--- src/plist_pkg.sv ---
// Shared types, codes and defaults for the positional list unit.
package plist_pkg;

  // Default sizes
  localparam int CAPACITY_DEF    = 16;
  localparam int VALUE_WIDTH_DEF = 16;

  // Fixed field widths
  localparam int ACTION_W = 2;
  localparam int POS_W    = 5;
  localparam int ITEM_W   = 16;
  localparam int STATUS_W = 3;
  localparam int INDEX_W  = 5;
  localparam int TOTAL_W  = 5;
  localparam int S_DATA_W = 24;
  localparam int M_DATA_W = 16;

  // Matches examined per cycle during a find
  localparam int SCAN_GROUP = 8;

  // Request codes
  localparam logic [ACTION_W-1:0] ACT_INSERT = 2'd0;
  localparam logic [ACTION_W-1:0] ACT_ERASE  = 2'd1;
  localparam logic [ACTION_W-1:0] ACT_FIND   = 2'd2;

  // Result status codes
  localparam logic [STATUS_W-1:0] ST_DONE     = 3'd0;
  localparam logic [STATUS_W-1:0] ST_FULL     = 3'd1;
  localparam logic [STATUS_W-1:0] ST_BADPOS   = 3'd2;
  localparam logic [STATUS_W-1:0] ST_EMPTY    = 3'd3;
  localparam logic [STATUS_W-1:0] ST_NOTFOUND = 3'd4;

  // Found index when nothing was found
  localparam logic [INDEX_W-1:0] INDEX_NONE = 5'h1F;

  // Per-cycle command to every cell
  typedef struct packed {
    logic shift_up;    // insert: open a slot at the position
    logic shift_down;  // erase: close the slot at the position
    logic find;        // capture the compare result
  } cell_ctrl_t;

  // Scan unit status
  typedef struct packed {
    logic done;
    logic hit;
  } scan_res_t;

endpackage

--- src/plist_cell.sv ---
// One list cell: holds an entry, shifts with its neighbors, compares on find.
module plist_cell import plist_pkg::*; #(
  parameter int VALUE_WIDTH = VALUE_WIDTH_DEF,
  parameter int CMP_W       = POS_W,
  parameter int IDX         = 0
) (
  input  logic                   clk,
  input  logic                   rst,
  input  cell_ctrl_t             ctrl,
  input  logic [CMP_W-1:0]       pos,
  input  logic [CMP_W-1:0]       count,
  input  logic [VALUE_WIDTH-1:0] item,
  input  logic [VALUE_WIDTH-1:0] left_value,
  input  logic [VALUE_WIDTH-1:0] right_value,
  output logic [VALUE_WIDTH-1:0] value,
  output logic                   match
);

  localparam logic [CMP_W-1:0] MY_IDX = CMP_W'(IDX);

  logic [VALUE_WIDTH-1:0] value_next;
  logic                   match_next;

  // Pick the next entry from the left neighbor, the new item or the right neighbor
  always_comb begin
    value_next = value;
    if (ctrl.shift_up) begin
      if (MY_IDX > pos) begin
        value_next = left_value;
      end else if (MY_IDX == pos) begin
        value_next = item;
      end
    end else if (ctrl.shift_down) begin
      if (MY_IDX >= pos) begin
        value_next = right_value;
      end
    end
  end

  // Compare only entries that are in use
  assign match_next = (value == item) && (MY_IDX < count);

  // Hold the entry and the compare result
  always_ff @(posedge clk) begin
    value <= value_next;
    if (rst) begin
      match <= 1'b0;
    end else if (ctrl.find) begin
      match <= match_next;
    end
  end

endmodule

--- src/plist_scan.sv ---
// Find scan: walks the captured match flags a group per cycle, lowest index first.
module plist_scan import plist_pkg::*; #(
  parameter int CAPACITY = CAPACITY_DEF,
  parameter int CNT_W    = $clog2(CAPACITY + 1)
) (
  input  logic                clk,
  input  logic                rst,
  input  logic                start,
  input  logic [CAPACITY-1:0] match_in,
  output scan_res_t           res,
  output logic [CNT_W-1:0]    index
);

  localparam int GRP = (CAPACITY < SCAN_GROUP) ? CAPACITY : SCAN_GROUP;
  localparam int GW  = $clog2(GRP);

  logic [CAPACITY-1:0] vec;
  logic [CAPACITY-1:0] cur;
  logic [CAPACITY-1:0] rest;
  logic [CNT_W-1:0]    base;
  logic [CNT_W-1:0]    cur_base;
  logic [GW-1:0]       enc;
  logic                hit;
  logic                busy;

  // Current group and what is left after it
  always_comb begin
    cur      = start ? match_in : vec;
    cur_base = start ? '0 : base;
    rest     = cur >> GRP;
    hit      = |cur[GRP-1:0];
    enc      = '0;
    for (int k = GRP - 1; k >= 0; k--) begin
      if (cur[k]) begin
        enc = GW'(k);
      end
    end
  end

  assign res.done = (start || busy) && (hit || (rest == '0));
  assign res.hit  = hit;
  assign index    = cur_base + CNT_W'(enc);

  // Advance one group per cycle until a hit or nothing is left
  always_ff @(posedge clk) begin
    vec  <= rest;
    base <= cur_base + CNT_W'(GRP);
    if (rst) begin
      busy <= 1'b0;
    end else if (res.done) begin
      busy <= 1'b0;
    end else if (start) begin
      busy <= 1'b1;
    end
  end

endmodule

--- src/positional_list_insert_erase_find_unit.sv ---
// Positional list unit top level: cell row, find scan, control and result register.
//
// Ordered list of up to CAPACITY values with insert, erase and find requests, one result
// per request. On a successful insert or erase the cells from the position up shift with
// their neighbors at the accepting edge and the result is registered there. Find compares
// in all cells at the accepting edge, then the scan unit examines 8 captured matches per
// cycle, lowest index first; the result is registered at the first match or when none is left.
// One request is in work at a time; a new request is accepted once the unit is idle and
// the result register is empty or being read in that cycle. Entries at or above the
// count are never returned.
module positional_list_insert_erase_find_unit import plist_pkg::*; #(
  parameter int CAPACITY    = CAPACITY_DEF,
  parameter int VALUE_WIDTH = VALUE_WIDTH_DEF
) (
  input  logic                clk,
  input  logic                rst,
  input  logic                s_tvalid,
  output logic                s_tready,
  // [1:0] action, [6:2] position, [22:7] item_value, [23] zero
  input  logic [S_DATA_W-1:0] s_tdata,
  output logic                m_tvalid,
  input  logic                m_tready,
  // [2:0] status, [7:3] found_index, [12:8] entry_total, [13] is_empty, [15:14] zero
  output logic [M_DATA_W-1:0] m_tdata
);

  localparam int CNT_W  = $clog2(CAPACITY + 1);
  localparam int CMP_W  = (CNT_W > POS_W) ? CNT_W : POS_W;
  localparam int ITEM_K = (VALUE_WIDTH < ITEM_W) ? VALUE_WIDTH : ITEM_W;
  localparam logic [CNT_W-1:0] FULL_COUNT = CNT_W'(CAPACITY);

  typedef enum logic {IDLE, SCAN} state_t;

  state_t                 state;
  logic [CNT_W-1:0]       count;
  logic [CNT_W-1:0]       count_next;
  logic [ACTION_W-1:0]    action;
  logic [POS_W-1:0]       position;
  logic [VALUE_WIDTH-1:0] item;
  logic [CMP_W-1:0]       pos_ext;
  logic [CMP_W-1:0]       count_ext;
  logic                   in_xfer;
  logic                   out_free;
  logic                   out_load;
  logic                   find_start;
  cell_ctrl_t             ctrl;
  logic [STATUS_W-1:0]    req_status;
  logic                   scan_start;
  scan_res_t              scan_res;
  logic [CNT_W-1:0]       scan_index;
  logic [CAPACITY-1:0]    match_vec;
  logic [VALUE_WIDTH-1:0] cell_val [CAPACITY];

  logic [STATUS_W-1:0]    out_status;
  logic [INDEX_W-1:0]     out_index;
  logic [TOTAL_W-1:0]     out_total;
  logic                   out_empty;

  // Unpack the request
  assign action    = s_tdata[1:0];
  assign position  = s_tdata[6:2];
  assign item      = VALUE_WIDTH'(s_tdata[7 +: ITEM_K]);
  assign pos_ext   = CMP_W'(position);
  assign count_ext = CMP_W'(count);

  assign out_free = !m_tvalid || m_tready;
  assign s_tready = (state == IDLE) && out_free;
  assign in_xfer  = s_tvalid && s_tready;

  // Start a scan on a find, load the result register when a request finishes
  assign find_start = in_xfer && (action == ACT_FIND);
  assign out_load   = (in_xfer && (action != ACT_FIND)) || ((state == SCAN) && scan_res.done);

  // Decode the request and check it against the count
  always_comb begin
    ctrl       = '0;
    count_next = count;
    req_status = ST_BADPOS;
    unique case (action)
      ACT_INSERT: begin
        if (count == FULL_COUNT) begin
          req_status = ST_FULL;
        end else if (pos_ext > count_ext) begin
          req_status = ST_BADPOS;
        end else begin
          req_status    = ST_DONE;
          ctrl.shift_up = in_xfer;
          count_next    = count + 1'b1;
        end
      end
      ACT_ERASE: begin
        if (count == '0) begin
          req_status = ST_EMPTY;
        end else if (pos_ext >= count_ext) begin
          req_status = ST_BADPOS;
        end else begin
          req_status      = ST_DONE;
          ctrl.shift_down = in_xfer;
          count_next      = count - 1'b1;
        end
      end
      ACT_FIND: begin
        req_status = ST_NOTFOUND;
        ctrl.find  = in_xfer;
      end
      default: begin
        req_status = ST_BADPOS;
      end
    endcase
  end

  // Row of cells, each wired to its neighbors
  for (genvar i = 0; i < CAPACITY; i++) begin : g_cell
    logic [VALUE_WIDTH-1:0] left_v;
    logic [VALUE_WIDTH-1:0] right_v;
    if (i == 0) begin : g_first
      assign left_v = cell_val[i];
    end else begin : g_left
      assign left_v = cell_val[i-1];
    end
    if (i == CAPACITY - 1) begin : g_last
      assign right_v = cell_val[i];
    end else begin : g_right
      assign right_v = cell_val[i+1];
    end
    plist_cell #(
      .VALUE_WIDTH (VALUE_WIDTH),
      .CMP_W       (CMP_W),
      .IDX         (i)
    ) u_cell (
      .clk         (clk),
      .rst         (rst),
      .ctrl        (ctrl),
      .pos         (pos_ext),
      .count       (count_ext),
      .item        (item),
      .left_value  (left_v),
      .right_value (right_v),
      .value       (cell_val[i]),
      .match       (match_vec[i])
    );
  end

  plist_scan #(
    .CAPACITY (CAPACITY),
    .CNT_W    (CNT_W)
  ) u_scan (
    .clk      (clk),
    .rst      (rst),
    .start    (scan_start),
    .match_in (match_vec),
    .res      (scan_res),
    .index    (scan_index)
  );

  // Hold state, count and the result register
  always_ff @(posedge clk) begin
    if (rst) begin
      state      <= IDLE;
      count      <= '0;
      scan_start <= 1'b0;
      m_tvalid   <= 1'b0;
    end else begin
      scan_start <= find_start;
      if (out_load) begin
        m_tvalid <= 1'b1;
      end else if (m_tready) begin
        m_tvalid <= 1'b0;
      end
      unique case (state)
        IDLE: begin
          if (in_xfer) begin
            count <= count_next;
            if (action == ACT_FIND) begin
              state      <= SCAN;
            end else begin
              out_status <= req_status;
              out_index  <= INDEX_NONE;
              out_total  <= TOTAL_W'(count_next);
              out_empty  <= (count_next == '0);
            end
          end
        end
        SCAN: begin
          if (scan_res.done) begin
            state      <= IDLE;
            out_status <= scan_res.hit ? ST_DONE : ST_NOTFOUND;
            out_index  <= scan_res.hit ? INDEX_W'(scan_index) : INDEX_NONE;
            out_total  <= TOTAL_W'(count);
            out_empty  <= (count == '0);
          end
        end
        default: begin
          state <= IDLE;
        end
      endcase
    end
  end

  assign m_tdata = {2'b00, out_empty, out_total, out_index, out_status};

endmodule

--- config.mk ---
export PLATFORM = sky130hd
export DESIGN_NAME = positional_list_insert_erase_find_unit
export DESIGN_NICKNAME = d
export VERILOG_FILES = /design/src/plist_pkg.sv /design/src/plist_cell.sv /design/src/plist_scan.sv /design/src/positional_list_insert_erase_find_unit.sv
export SDC_FILE = /design/constraint.sdc
export NUM_CORES = 1
export LEC_CHECK = 0
export BUFFER_PORTS_ARGS = -buffer_cell sky130_fd_sc_hd__buf_2
export CAP_MARGIN = 20
export CORE_MARGIN = 1
export CORE_UTILIZATION = 40
export DETAILED_ROUTE_END_ITERATION = 7
export REMOVE_ABC_BUFFERS = 1
export SLEW_MARGIN = 0
export SYNTH_ARGS = -nofsm -noshare
export SYNTH_HDL_FRONTEND = slang
export SYNTH_SLANG_ARGS = --single-unit
--- constraint.sdc ---
create_clock -name clk -period 4.03 [get_ports clk]
set_input_delay 0 -clock clk [delete_from_list [all_inputs] [get_ports clk]]
set_output_delay 0 -clock clk [all_outputs]
set_load 0.02 [all_outputs]
==> results of run 1 <==
## through the flow
stage / instance area (µm²) / TNS, ns
detailed placement: 19500 / 0
finish: 20700 / 0
floorplan: 18000 / -739.86
CTS: 20700 / 0
global route: 20700 / 0
global placement: 19500 / 0
## registers in the layout, indices dropped and copies added (netlist names), 3 cells and up
name and count:
count 5, out_status 3, out_total 5, u_scan.vec 8
g_cell.u_cell.value 256, u_scan.base 5, out_index 5, g_cell.u_cell.match 16
## layout make-up
class	instances	area [µm²]	share of cell area, %
inverters	22	82.6	0.398
multi-input cells	1345	9060	43.7
repair buffers	114	828	4.00
flip-flops and latches	308	8870	42.8
clock inverters	17	135	0.652
clock buffers	45	996	4.80
well taps	607	759	3.66
## path summary, 6_finish.rpt
check,from,to,depth (start not counted)
max,count[1],g_cell[6].u_cell.value[13],8
min,s_tdata[16],g_cell[0].u_cell.value[9],3
max reg2reg,count[1],g_cell[6].u_cell.value[13],8
min reg2reg,g_cell[13].u_cell.match,g_cell[13].u_cell.match,2
## layout by cell type (no fill, tap or decap), types with 38 or more instances in the layout
cell type | synthesis | routed
nand2_1 | 304 | 304
nor2_1 | 41 | 41
buf_2 | 75 | 42
xor2_1 | 119 | 119
mux2i_1 | 228 | 228
o21ai_1 | 46 | 46
dfxtp_1 | 38 | 38
edfxtp_1 | 270 | 270
xnor2_1 | 143 | 143
buf_4 | 13 | 59
o21ai_0 | 192 | 192
nand4_1 | 45 | 45
## routing by layer
layer	vias to the layer above	wire (µm)	part of all wire, %
met5	-	0	0
met2	445	24200	45
li1	6471	-	-
met4	0	1570	2.9
met1	6611	24600	46
met3	88	3470	6.4
## synthesized netlist by cell type (4+ instances only)
cell type / n / share of area, %
buf_4: 13 / 0.52
nor3b_1: 4 / 0.16
mux2_2: 16 / 0.95
or4_1: 5 / 0.20
a21oi_1: 36 / 0.95
nand3_1: 9 / 0.24
a211oi_1: 8 / 0.32
nor2_1: 41 / 0.81
nand4_1: 45 / 1.5
o21ai_1: 46 / 1.2
inv_1: 20 / 0.40
o21ai_0: 192 / 5.1
xnor2_1: 143 / 6.6
nand2_1: 304 / 6.0
clkbuf_1: 49 / 0.97
nand2b_1: 4 / 0.13
nor4_1: 32 / 1.1
buf_2: 75 / 2.0
buf_6: 24 / 1.4
nor3_1: 24 / 0.64
nor2b_1: 9 / 0.30
dfxtp_1: 38 / 4.0
o22ai_1: 5 / 0.17
mux2i_1: 228 / 12
xor2_1: 119 / 5.5
nor2_4: 4 / 0.24
edfxtp_1: 270 / 43
and2_1: 9 / 0.30
a31oi_1: 4 / 0.13
ha_1: 11 / 0.73
## worst max-delay path: cells and delay by family, from the launching register on
family | cells | cell delay, ns
and+or+nand+nor | 3 | 1.38
adders and majority gates | 1 | 0.34
AOI/OAI and AO/OA | 2 | 0.65
buffers and inverters | 2 | 0.54
DFF | 1 | 0.53
## power by group through the flow
stage	clock network (µW)	registers (µW)	logic, µW
4_1_cts	3270	3560	980
3_5_place_dp	0	3630	969
3_3_place_gp	0	3630	958
5_1_grt	3370	3570	1070
6_report	3210	3560	991
2_1_floorplan	0	3630	593
## repair_timing
item / in CTS / in global routing
hold buffers: 8 / 0
hold endpoints to repair: 26 / 0
resized for setup: 0 / 0
## cells by family after synthesis
| family | count (synthesis) | synth area share, % |
|---|---|---|
| multiplexers | 244 | 13.0 |
| buffers and inverters | 186 | 5.40 |
| AND/OR/NAND/NOR | 508 | 12.5 |
| flip-flops | 308 | 46.9 |
| adder cells (fa/ha/maj) | 12 | 0.833 |
| AO/OA/AOI/OAI | 317 | 9.20 |
| other | 1 | 0.0198 |
| XOR/XNOR | 262 | 12.1 |
==> impl_metrics.env, run 1 <==
export IMPL_outcome="finished clean"
export IMPL_finalCritPeriodShare_pct=93.4
export IMPL_ys_flop_type="edfxtp_1"
export IMPL_p_per_area_nw_per_um2=374
export IMPL_worst_path_max_fanout=14
export IMPL_drt_wirelength_per_cell_um=21.9
export IMPL_ys_async_sr_fraction_pct=0
export IMPL_pwr_share_comb_pct=12.8
export IMPL_num_vias=13600
export IMPL_holdWs_ns=0.0392
export IMPL_grt_max_degree=139
export IMPL_rsz0062_at_grt="no"
export IMPL_grt_util_met1_pct=32.3
export IMPL_endpoint_kind="flop"
export IMPL_hpwlAfterDp_mm=38.1
export IMPL_synth_area_per_cell_um2=10.3
export IMPL_grt_pass1_vias=13400
export IMPL_initial_utilization_pct=40.6
export IMPL_ir_worst_vdd_uv=284
export IMPL_antenna_found_initial=0
export IMPL_fin_ws_ns=0.268
export IMPL_ys_seq_area_share_pct=46.9
export IMPL_io_pins=46
export IMPL_clock_latency_ns=0.54
export IMPL_post_cts_buffers=0
export IMPL_netlist_area_um2=18900
export IMPL_cts_inserted_buffers=36
export IMPL_dp_cells=2386
export IMPL_ys_seq_elements=308
export IMPL_setup_violations=0
export IMPL_power_uw=7760
export IMPL_r2r_slack_ns=0.27
export IMPL_area_growth_pct=9.61
export IMPL_switching_share_pct=25.9
export IMPL_p_seq_share_pct=45.9
export IMPL_slowest_stage="or2_1"
export IMPL_grt_pass1_wl_mm=82.5
export IMPL_max_slew_margin_pct=30.2
export IMPL_fmax_mhz=266
export IMPL_synth_edff_count=270
export IMPL_utilization_pct=44.5
export IMPL_num_rows=79
export IMPL_drtIter0Drc=1380
export IMPL_io_buffer_count=42
export IMPL_fillers=4322
export IMPL_pwr_share_clk_pct=41.3
export IMPL_drtAntennaViolNets=0
export IMPL_clkSinkCount=308
export IMPL_leakagePower_uw=0.00790
export IMPL_yosysUniqueCellTypes=69
export IMPL_gp_congestion=0.854
export IMPL_diodes=0
export IMPL_root_buffer="clkbuf_16"
export IMPL_coreArea_um2=46600
export IMPL_firstDrtPassIters=7
export IMPL_finClkSkew_ns=0.0179
export IMPL_nets=1867
export IMPL_p_switching_uw=2010
export IMPL_pre_cts_ws_ns=0.306
export IMPL_die_area_um2=48200
export IMPL_crit_path_cell_trace="inv_1 > ha_1 > and4_2 > a2111oi_0 > o22ai_1 > or2_1 > nor2_1 > buf_4"
export IMPL_critical_path_class="flop to flop"
export IMPL_route_detailed_drc=0
export IMPL_drive_above_1_share_pct=11.1
export IMPL_synthCells=1838
export IMPL_maxSlewViolCount=0
export IMPL_htree_levels=2
export IMPL_gr_max_usage_layer="met2"
export IMPL_grt_use_total_pct=22.6
export IMPL_slowest_delay_ns=0.64
export IMPL_gr_usage_met2_pct=35.0
export IMPL_ys_warn_count=0
export IMPL_hold_path_class="input pin to flop"
export IMPL_maxCapViolations=0
export IMPL_grt_ovfl_total=0
export IMPL_wl_mm=53.8
export IMPL_clk_pin_slew_ns=0.06
export IMPL_die_y_um=219
export IMPL_fin_cells=2458
export IMPL_gr_usage_met3_pct=3.16
export IMPL_hold_viol_final=0
export IMPL_die_x_um=219
export IMPL_cts_buffer_depth=3
export IMPL_cp_required_ns=4.26
export IMPL_internal_power_uw=5750
export IMPL_worst_slew_pin_slew_ns=1.05
export IMPL_viasPerCell=5.54
export IMPL_fin_crit_ns=3.76
export IMPL_start_kind="flop"
export IMPL_critPathArrivalTime_ns=3.99
export IMPL_cts_tree="yes"
Note: power is estimated with default switching activity, not from simulation.
==> run 2: changes to the inputs <==
--- a/config.mk
+++ b/config.mk
@@ -14,4 +14,5 @@
 export SLEW_MARGIN = 0
 export SYNTH_ARGS = -nofsm -noshare
 export SYNTH_HDL_FRONTEND = slang
+export SYNTH_HIERARCHICAL = 1
 export SYNTH_SLANG_ARGS = --single-unit
==> run 2 against run 1 <==
Net effect:
- global-route usage down 0.38 points
- total power up 3.2%
- maximum frequency up 17%
- design area up 3.7%
- critical path depth up 2
- routed wire length up 2.2%
- combinational power down 4.2%
- final cell count up 2.2%
- synthesized cell count down 0.76%
- clock power up 9.7%
- sequential share of layout area down 1.5 points
- critical endpoint is now g_cell[0].u_cell/value[8]
==> impl_metrics.env, run 2 <==
export IMPL_drtAntennaViolNets=0
export IMPL_largestRegisters="g_cell.u_cell/value (256), g_cell.u_cell/match (16), u_scan/vec (8)"
export IMPL_route_detailed_drc=0
export IMPL_cts_repair_resized=0
export IMPL_p_per_area_nw_per_um2=373
export IMPL_cts_tree="yes"
export IMPL_firstDrtPassIters=5
export IMPL_ir_worst_vdd_uv=226
export IMPL_start_kind="flop"
export IMPL_worst_path_max_fanout=86
export IMPL_ys_seq_elements=308
export IMPL_finalCritPeriodShare_pct=79.7
export IMPL_io_pins=46
export IMPL_drive_above_1_share_pct=11.8
export IMPL_worst_slew_pin_slew_ns=1.05
export IMPL_largest_reg_flops=256
export IMPL_yosysMostFrequentCell="nor2_1"
export IMPL_post_cts_buffers=0
export IMPL_finClkSkew_ns=0.0240
export IMPL_setup_violations=0
export IMPL_synth_top_area_share_pct=42.2
export IMPL_synth_area_top_cells="edfxtp_1, mux2i_1, xor2_1, a21oi_1, nor2_1"
export IMPL_yosys_mux_area_fraction_pct=12.8
export IMPL_layout_common_cells="nor2_1, edfxtp_1, xor2_1, a21oi_1, mux2i_1"
export IMPL_die_area_um2=48900
export IMPL_synth_top_area_cell="edfxtp_1"
export IMPL_fmax_mhz=311
export IMPL_viasPerCell=5.69
export IMPL_grt_pass1_wl_mm=85.1
export IMPL_num_vias=14300
export IMPL_drt_wirelength_per_cell_um=21.9
export IMPL_synth_edff_count=270
export IMPL_synth_compound_area_share_pct=11.1
export IMPL_root_buffer="clkbuf_16"
export IMPL_crit_path_cell_trace="inv_1 > ha_1 > a21oi_1 > o221ai_1 > and2_1 > nor3_2 > buf_12 > o21ai_0 > nor4_2 > buf_4"
export IMPL_initial_utilization_pct=40.9
export IMPL_endpoint_kind="flop"
export IMPL_grt_use_total_pct=22.2
export IMPL_slowest_stage="buf_12"
export IMPL_gp_congestion=0.880
export IMPL_netlist_area_um2=19200
export IMPL_leakagePower_uw=0.00780
export IMPL_outcome="finished clean"
export IMPL_hold_path_class="input pin to flop"
export IMPL_diodes=0
export IMPL_clock_latency_ns=0.56
export IMPL_final_common_cell="nor2_1"
export IMPL_ys_warn_count=6
export IMPL_grt_pass1_vias=14000
export IMPL_antenna_found_initial=2
export IMPL_area_growth_pct=12.0
export IMPL_yosys_area_share_xor_xnor_pct=12.1
export IMPL_synth_top_family_by_area="simple AND/OR/NAND/NOR gates"
export IMPL_synth_area_per_cell_um2=10.5
export IMPL_ys_async_sr_fraction_pct=0
export IMPL_top_register="g_cell.u_cell/value"
export IMPL_rsz0062_at_grt="no"
export IMPL_grt_ovfl_total=0
export IMPL_drtIter0Drc=1685
export IMPL_hold_buffers=5
export IMPL_synthTopCellsByCount="nor2_1, edfxtp_1, xor2_1, a21oi_1, mux2i_1"
export IMPL_die_x_um=221
export IMPL_yosysUniqueCellTypes=90
export IMPL_cts_inserted_buffers=37
export IMPL_htree_levels=2
export IMPL_maxSlewViolCount=0
export IMPL_cp_required_ns=4.27
export IMPL_fin_setup_tns_ns=0
export IMPL_num_rows=79
export IMPL_die_y_um=221
export IMPL_hold_viol_final=0
export IMPL_synthAdderAreaFrac_pct=0.756
export IMPL_slowest_delay_ns=0.36
export IMPL_critical_path_class="flop to flop"
export IMPL_fin_crit_ns=3.21
export IMPL_max_slew_margin_pct=30.1
export IMPL_ys_flop_type="edfxtp_1"
export IMPL_io_buffer_count=42
export IMPL_maxCapViolations=0
export IMPL_nets=1916
export IMPL_coreArea_um2=47000
export IMPL_wl_mm=55.0
export IMPL_critPathArrivalTime_ns=3.46
export IMPL_clkSinkCount=308
export IMPL_synth_simple_area_share_pct=13.7
export IMPL_fillers=4365
export IMPL_clk_pin_slew_ns=0.06
export IMPL_cts_buffer_depth=3
export IMPL_grt_max_degree=133
export IMPL_hpwlAfterDp_mm=37.0
export IMPL_ys_seq_area_share_pct=46.2
export IMPL_power_uw=8010
export IMPL_synthCells=1824
run 2: changes by cell type after synthesis, moves of 27 or more:
cell     change
nor2_1     +250
nand2_1    -244
a21oi_1    +202
o21ai_0    -176
xor2_1     +126
xnor2_1    -123
buf_2       -71
o21ai_1     -41
nand4_1     -35
nor4_1      +27
run 2: layer usage:
| layer | track usage (%) | wire length (µm) | vias to the layer above | part of all wire [%] |
|---|---|---|---|---|
| met4 | 7.78 | 1500 | 4 | 2.7 |
| met2 | 33.7 | 24200 | 483 | 44 |
| li1 | - | - | 6769 | - |
| met5 | 0 | 27 | - | 0.049 |
| met3 | 2.71 | 3350 | 96 | 6.1 |
| met1 | 32.6 | 26000 | 6957 | 47 |
run 2: path summary, 6_finish.rpt:
check | slack, ns | from | endpoint | cells past startpoint
worst min-delay path | 0.02 | rst | g_cell[13].u_cell/match | 4
worst min register to register | 0.47 | u_scan/base[2] | u_scan/base[2] | 1
worst max-delay path | 0.82 | count[4] | g_cell[0].u_cell/value[8] | 10
worst max register to register | 0.82 | count[4] | g_cell[0].u_cell/value[8] | 10
run 2: kinds of logic (layout without fill, tap and decap cells):
kind of cell,count (synthesis),in the layout
AOI/OAI and AO/OA,347,347
xor gates and xnor gates,265,265
adders and majority gates,11,11
buffers and inverters,106,187
DFF,308,308
muxes,244,244
other,1,2
and+or+nand+nor,542,542
run 2: final cells by class:
class	instances	area [µm²]	share of cell area (%)
flip-flops and latches	308	8870	41.2
multi-input cells	1411	9770	45.5
repair buffers	105	790	3.67
clock buffers	54	1080	5.04
inverters	14	52.6	0.244
clock inverters	14	176	0.820
well taps	607	759	3.53
run 2: power by group:
| group | internal, µW | switching (µW) |
|---|---|---|
| registers | 3500 | 39.3 |
| logic | 344 | 606 |
| clock network | 2130 | 1390 |
run 2: metrics by stage:
stage               area, µm²  std cells  utilization (%)  setup slack (ns)  hold WS (ns)
floorplan               18600       1733                -            -27.83        0.0624
global placement        20200       2437             42.9             0.883         0.296
detailed placement      20200       2438             43.0             0.858         0.307
CTS                     21500       2511             45.7             0.842      0.000408
global route            21500       2513             45.8             0.532        0.0573
finish                  21500       2513             45.8             0.819        0.0176
run 2: worst max-delay path, delay by kind of cell, from the launching register on:
kind / cells / cell delay, ns
buf+inv: 3 / 0.75
compound gates: 3 / 0.70
simple gates: 3 / 0.69
fa+ha+maj: 1 / 0.33
flops: 1 / 0.32
==> run 3: changes to the inputs <==
--- a/config.mk
+++ b/config.mk
@@ -5,6 +5,7 @@
 export SDC_FILE = /design/constraint.sdc
 export NUM_CORES = 1
 export LEC_CHECK = 0
+export ABC_AREA = 1
 export BUFFER_PORTS_ARGS = -buffer_cell sky130_fd_sc_hd__buf_2
 export CAP_MARGIN = 20
 export CORE_MARGIN = 1
==> constraint.sdc (replaced) <==
create_clock -name clk -period 2.7 [get_ports clk]
set_input_delay 0 -clock clk [delete_from_list [all_inputs] [get_ports clk]]
set_output_delay 0 -clock clk [all_outputs]
set_load 0.02 [all_outputs]
==> run 3 against run 2 <==
Net effect:
- clock skew shrank 0.0063 ns
- register-to-register slack got worse by 0.71 ns
- flip-flop and latch count unchanged
- area after synthesis is 14% higher
- sequential share of layout area down 5.4 points
- total power rose by 53%
- critical path depth rose by 5
- design area is 15% higher
- combinational power is 99% higher
==> impl_metrics.env, run 3 <==
export IMPL_hold_path_class="input pin to flop"
export IMPL_drtIter0Drc=2282
export IMPL_ir_worst_vdd_uv=301
export IMPL_worst_slew_pin_slew_ns=1.03
export IMPL_synthTopCellsByCount="nand2_1, nor2_1, inv_1, edfxtp_1, a21oi_1"
export IMPL_multi_input_area_um2=10700
export IMPL_final_seq_area_um2=8870
export IMPL_die_y_um=236
export IMPL_crit_path_cell_trace="inv_8 > ha_1 > nand2_2 > nor2_4 > nand2_4 > nand3_4 > nand2_8 > nand3_4 > nor2_4 > buf_12 > buf_12 > buf_12 > inv_1 > nand2_1 > o21ai_2"
export IMPL_fin_ws_ns=0.109
export IMPL_diodes=0
export IMPL_drt_wirelength_per_cell_um=17.5
export IMPL_hold_viol_final=0
export IMPL_dp_cells=3811
export IMPL_grt_use_total_pct=24.2
export IMPL_dpl_cell_area_um2=23200
export IMPL_grt_max_degree=43
export IMPL_synth_compound_area_share_pct=14.7
export IMPL_yosysMostFrequentCell="nand2_1"
export IMPL_max_slew_margin_pct=31.5
export IMPL_grt_pass1_vias=19300
export IMPL_maxCapViolations=0
export IMPL_synth_simple_area_share_pct=30.6
export IMPL_finalCritPeriodShare_pct=96.0
export IMPL_io_buffer_count=42
export IMPL_pre_cts_ws_ns=-0.00877
export IMPL_coreArea_um2=53900
export IMPL_synth_edff_count=270
export IMPL_p_per_area_nw_per_um2=493
export IMPL_antenna_found_initial=0
export IMPL_ys_warn_count=6
export IMPL_num_vias=20400
export IMPL_synth_top_family_by_area="simple AND/OR/NAND/NOR gates"
export IMPL_grt_ovfl_total=0
export IMPL_num_rows=85
export IMPL_viasPerCell=5.23
export IMPL_initial_utilization_pct=40.5
export IMPL_synthCells=3073
export IMPL_drtAntennaViolNets=0
export IMPL_ys_seq_elements=308
export IMPL_top_register="g_cell.u_cell/value"
export IMPL_synth_area_top_cells="edfxtp_1, nand2_1, nor2_1, inv_1, a21oi_1"
export IMPL_yosysUniqueCellTypes=57
export IMPL_fmax_mhz=386
export IMPL_hpwlAfterDp_mm=48.4
export IMPL_fillers=5400
export IMPL_setup_violations=0
export IMPL_crit_buf_inv=5
export IMPL_htree_levels=2
export IMPL_cp_required_ns=3.12
export IMPL_slowest_stage="inv_1"
export IMPL_drive_above_1_share_pct=13.0
export IMPL_route_detailed_drc=0
export IMPL_slowest_delay_ns=0.40
export IMPL_gp_congestion=0.878
export IMPL_critPathArrivalTime_ns=3.01
export IMPL_cts_tree="yes"
export IMPL_cpLargestDelayFamily="buffers and inverters"
export IMPL_utilization_pct=46.0
export IMPL_worst_path_max_fanout=16
export IMPL_final_common_cell="nand2_1"
export IMPL_start_kind="flop"
export IMPL_clkSinkCount=308
export IMPL_clk_pin_slew_ns=0.05
export IMPL_area_growth_pct=13.4
export IMPL_wl_mm=68.1
export IMPL_nets=3215
export IMPL_leakagePower_uw=0.0114
export IMPL_synth_area_per_cell_um2=7.11
export IMPL_ys_seq_area_share_pct=40.6
export IMPL_cp_common_cell="buf_12"
export IMPL_synth_top_area_share_pct=37.1
export IMPL_die_area_um2=55600
export IMPL_grt_pass1_wl_mm=107
export IMPL_root_buffer="clkbuf_16"
export IMPL_finClkSkew_ns=0.0177
export IMPL_die_x_um=236
export IMPL_firstDrtPassIters=6
export IMPL_critical_path_class="flop to flop"
export IMPL_ys_async_sr_fraction_pct=0
export IMPL_fin_cells=3900
export IMPL_synthAdderAreaFrac_pct=0.664
export IMPL_ys_flop_type="edfxtp_1"
export IMPL_cts_inserted_buffers=38
export IMPL_cts_buffer_depth=3
export IMPL_layout_common_cells="nand2_1, nor2_1, inv_1, edfxtp_1, a21oi_1"
export IMPL_io_pins=46
export IMPL_holdWs_ns=0.0306
export IMPL_fin_area_um2=24800
export IMPL_maxSlewViolCount=0
export IMPL_yosys_mux_area_fraction_pct=0.103
export IMPL_clock_latency_ns=0.56
export IMPL_netlist_area_um2=21900
export IMPL_largestRegisters="g_cell.u_cell/value (256), g_cell.u_cell/match (16), u_scan/vec (8)"
export IMPL_endpoint_kind="flop"
export IMPL_yosys_area_share_xor_xnor_pct=2.16
export IMPL_synth_top_area_cell="edfxtp_1"
export IMPL_largest_reg_flops=256
export IMPL_outcome="finished clean"
export IMPL_fin_crit_ns=2.59
==> run 3: cell types whose count changed in the layout (fill, tap and decap cells not counted), sizes merged, moves of 13 or more <==
cell | previous run | this run
buf | 100 | 132
mux2i | 226 | 0
mux2 | 18 | 2
nor2 | 295 | 519
o21ai | 23 | 256
nor4 | 60 | 2
xor2 | 245 | 12
nor3 | 23 | 8
nand2b | 13 | 0
nand3 | 13 | 75
xnor2 | 20 | 42
nand2 | 62 | 949
inv | 16 | 458
a21oi | 241 | 279
==> run 3: logic make-up after synthesis <==
kind of cell,count (synthesis)
AND/OR/NAND/NOR,1585
AO/OA/AOI/OAI,570
buffers and inverters,542
flip-flops,308
XOR/XNOR,54
adder cells (fa/ha/maj),11
multiplexers,2
other,1
==> run 3: final cells by class <==
class	count	area share [%]
Timing Repair Buffer	143	5.66
Tap cell	696	3.51
Inverter	461	7.16
Sequential cell	308	35.8
Clock inverter	11	0.318
Clock buffer	57	4.46
Multi-Input combinational cell	2224	43.1
==> run 3: where the power goes <==
part | leakage, µW | switching [µW] | internal (µW) | total (µW)
clock network | 0.000580 | 2070 | 2920 | 4990
logic | 0.00806 | 1280 | 601 | 1890
registers | 0.00273 | 79.8 | 5270 | 5350
total | 0.0114 | 3430 | 8790 | 12200
==> run 3: tightest hold or removal path, cell delays in order <==
cell     delay, ns
buf_2         0.24
o21ai_1       0.12
o21ai_2       0.11
==> run 3: final timing paths <==
path,start,to,slack (ns),cells after the start
max,count[3],g_cell[4].u_cell/value[5],0.11,15
min,s_tdata[20],g_cell[4].u_cell/value[13],0.03,3
max reg2reg,count[3],g_cell[4].u_cell/value[5],0.11,15
min reg2reg,u_scan/base[0],u_scan/base[0],0.43,2
==> run 3: routing by layer <==
layer	global-route usage, %	part of all wire (%)	vias to the layer above
li1	-	-	9990
met1	34.6	46	9518
met2	38.0	45	779
met3	2.73	6.9	124
met4	8.22	2.8	0
met5	0	0	-
==> run 3: what timing repair did <==
item	4_1_cts	5_1_grt
pin swaps	2	6
resized for setup	7	23
gates cloned	2	2
setup endpoints to repair	43	279
setup buffers	4	5
endpoints found under the hold margin	16	0
hold buffers	8	0
==> run 3: through the flow <==
step | power [µW] | TNS (ns)
after CTS | 12300 | 0
after global placement | 7200 | 0
after detailed placement | 7240 | -0.155
after global routing | 12700 | -0.0153
final | 12200 | 0
after floorplan | 6560 | -4893.37
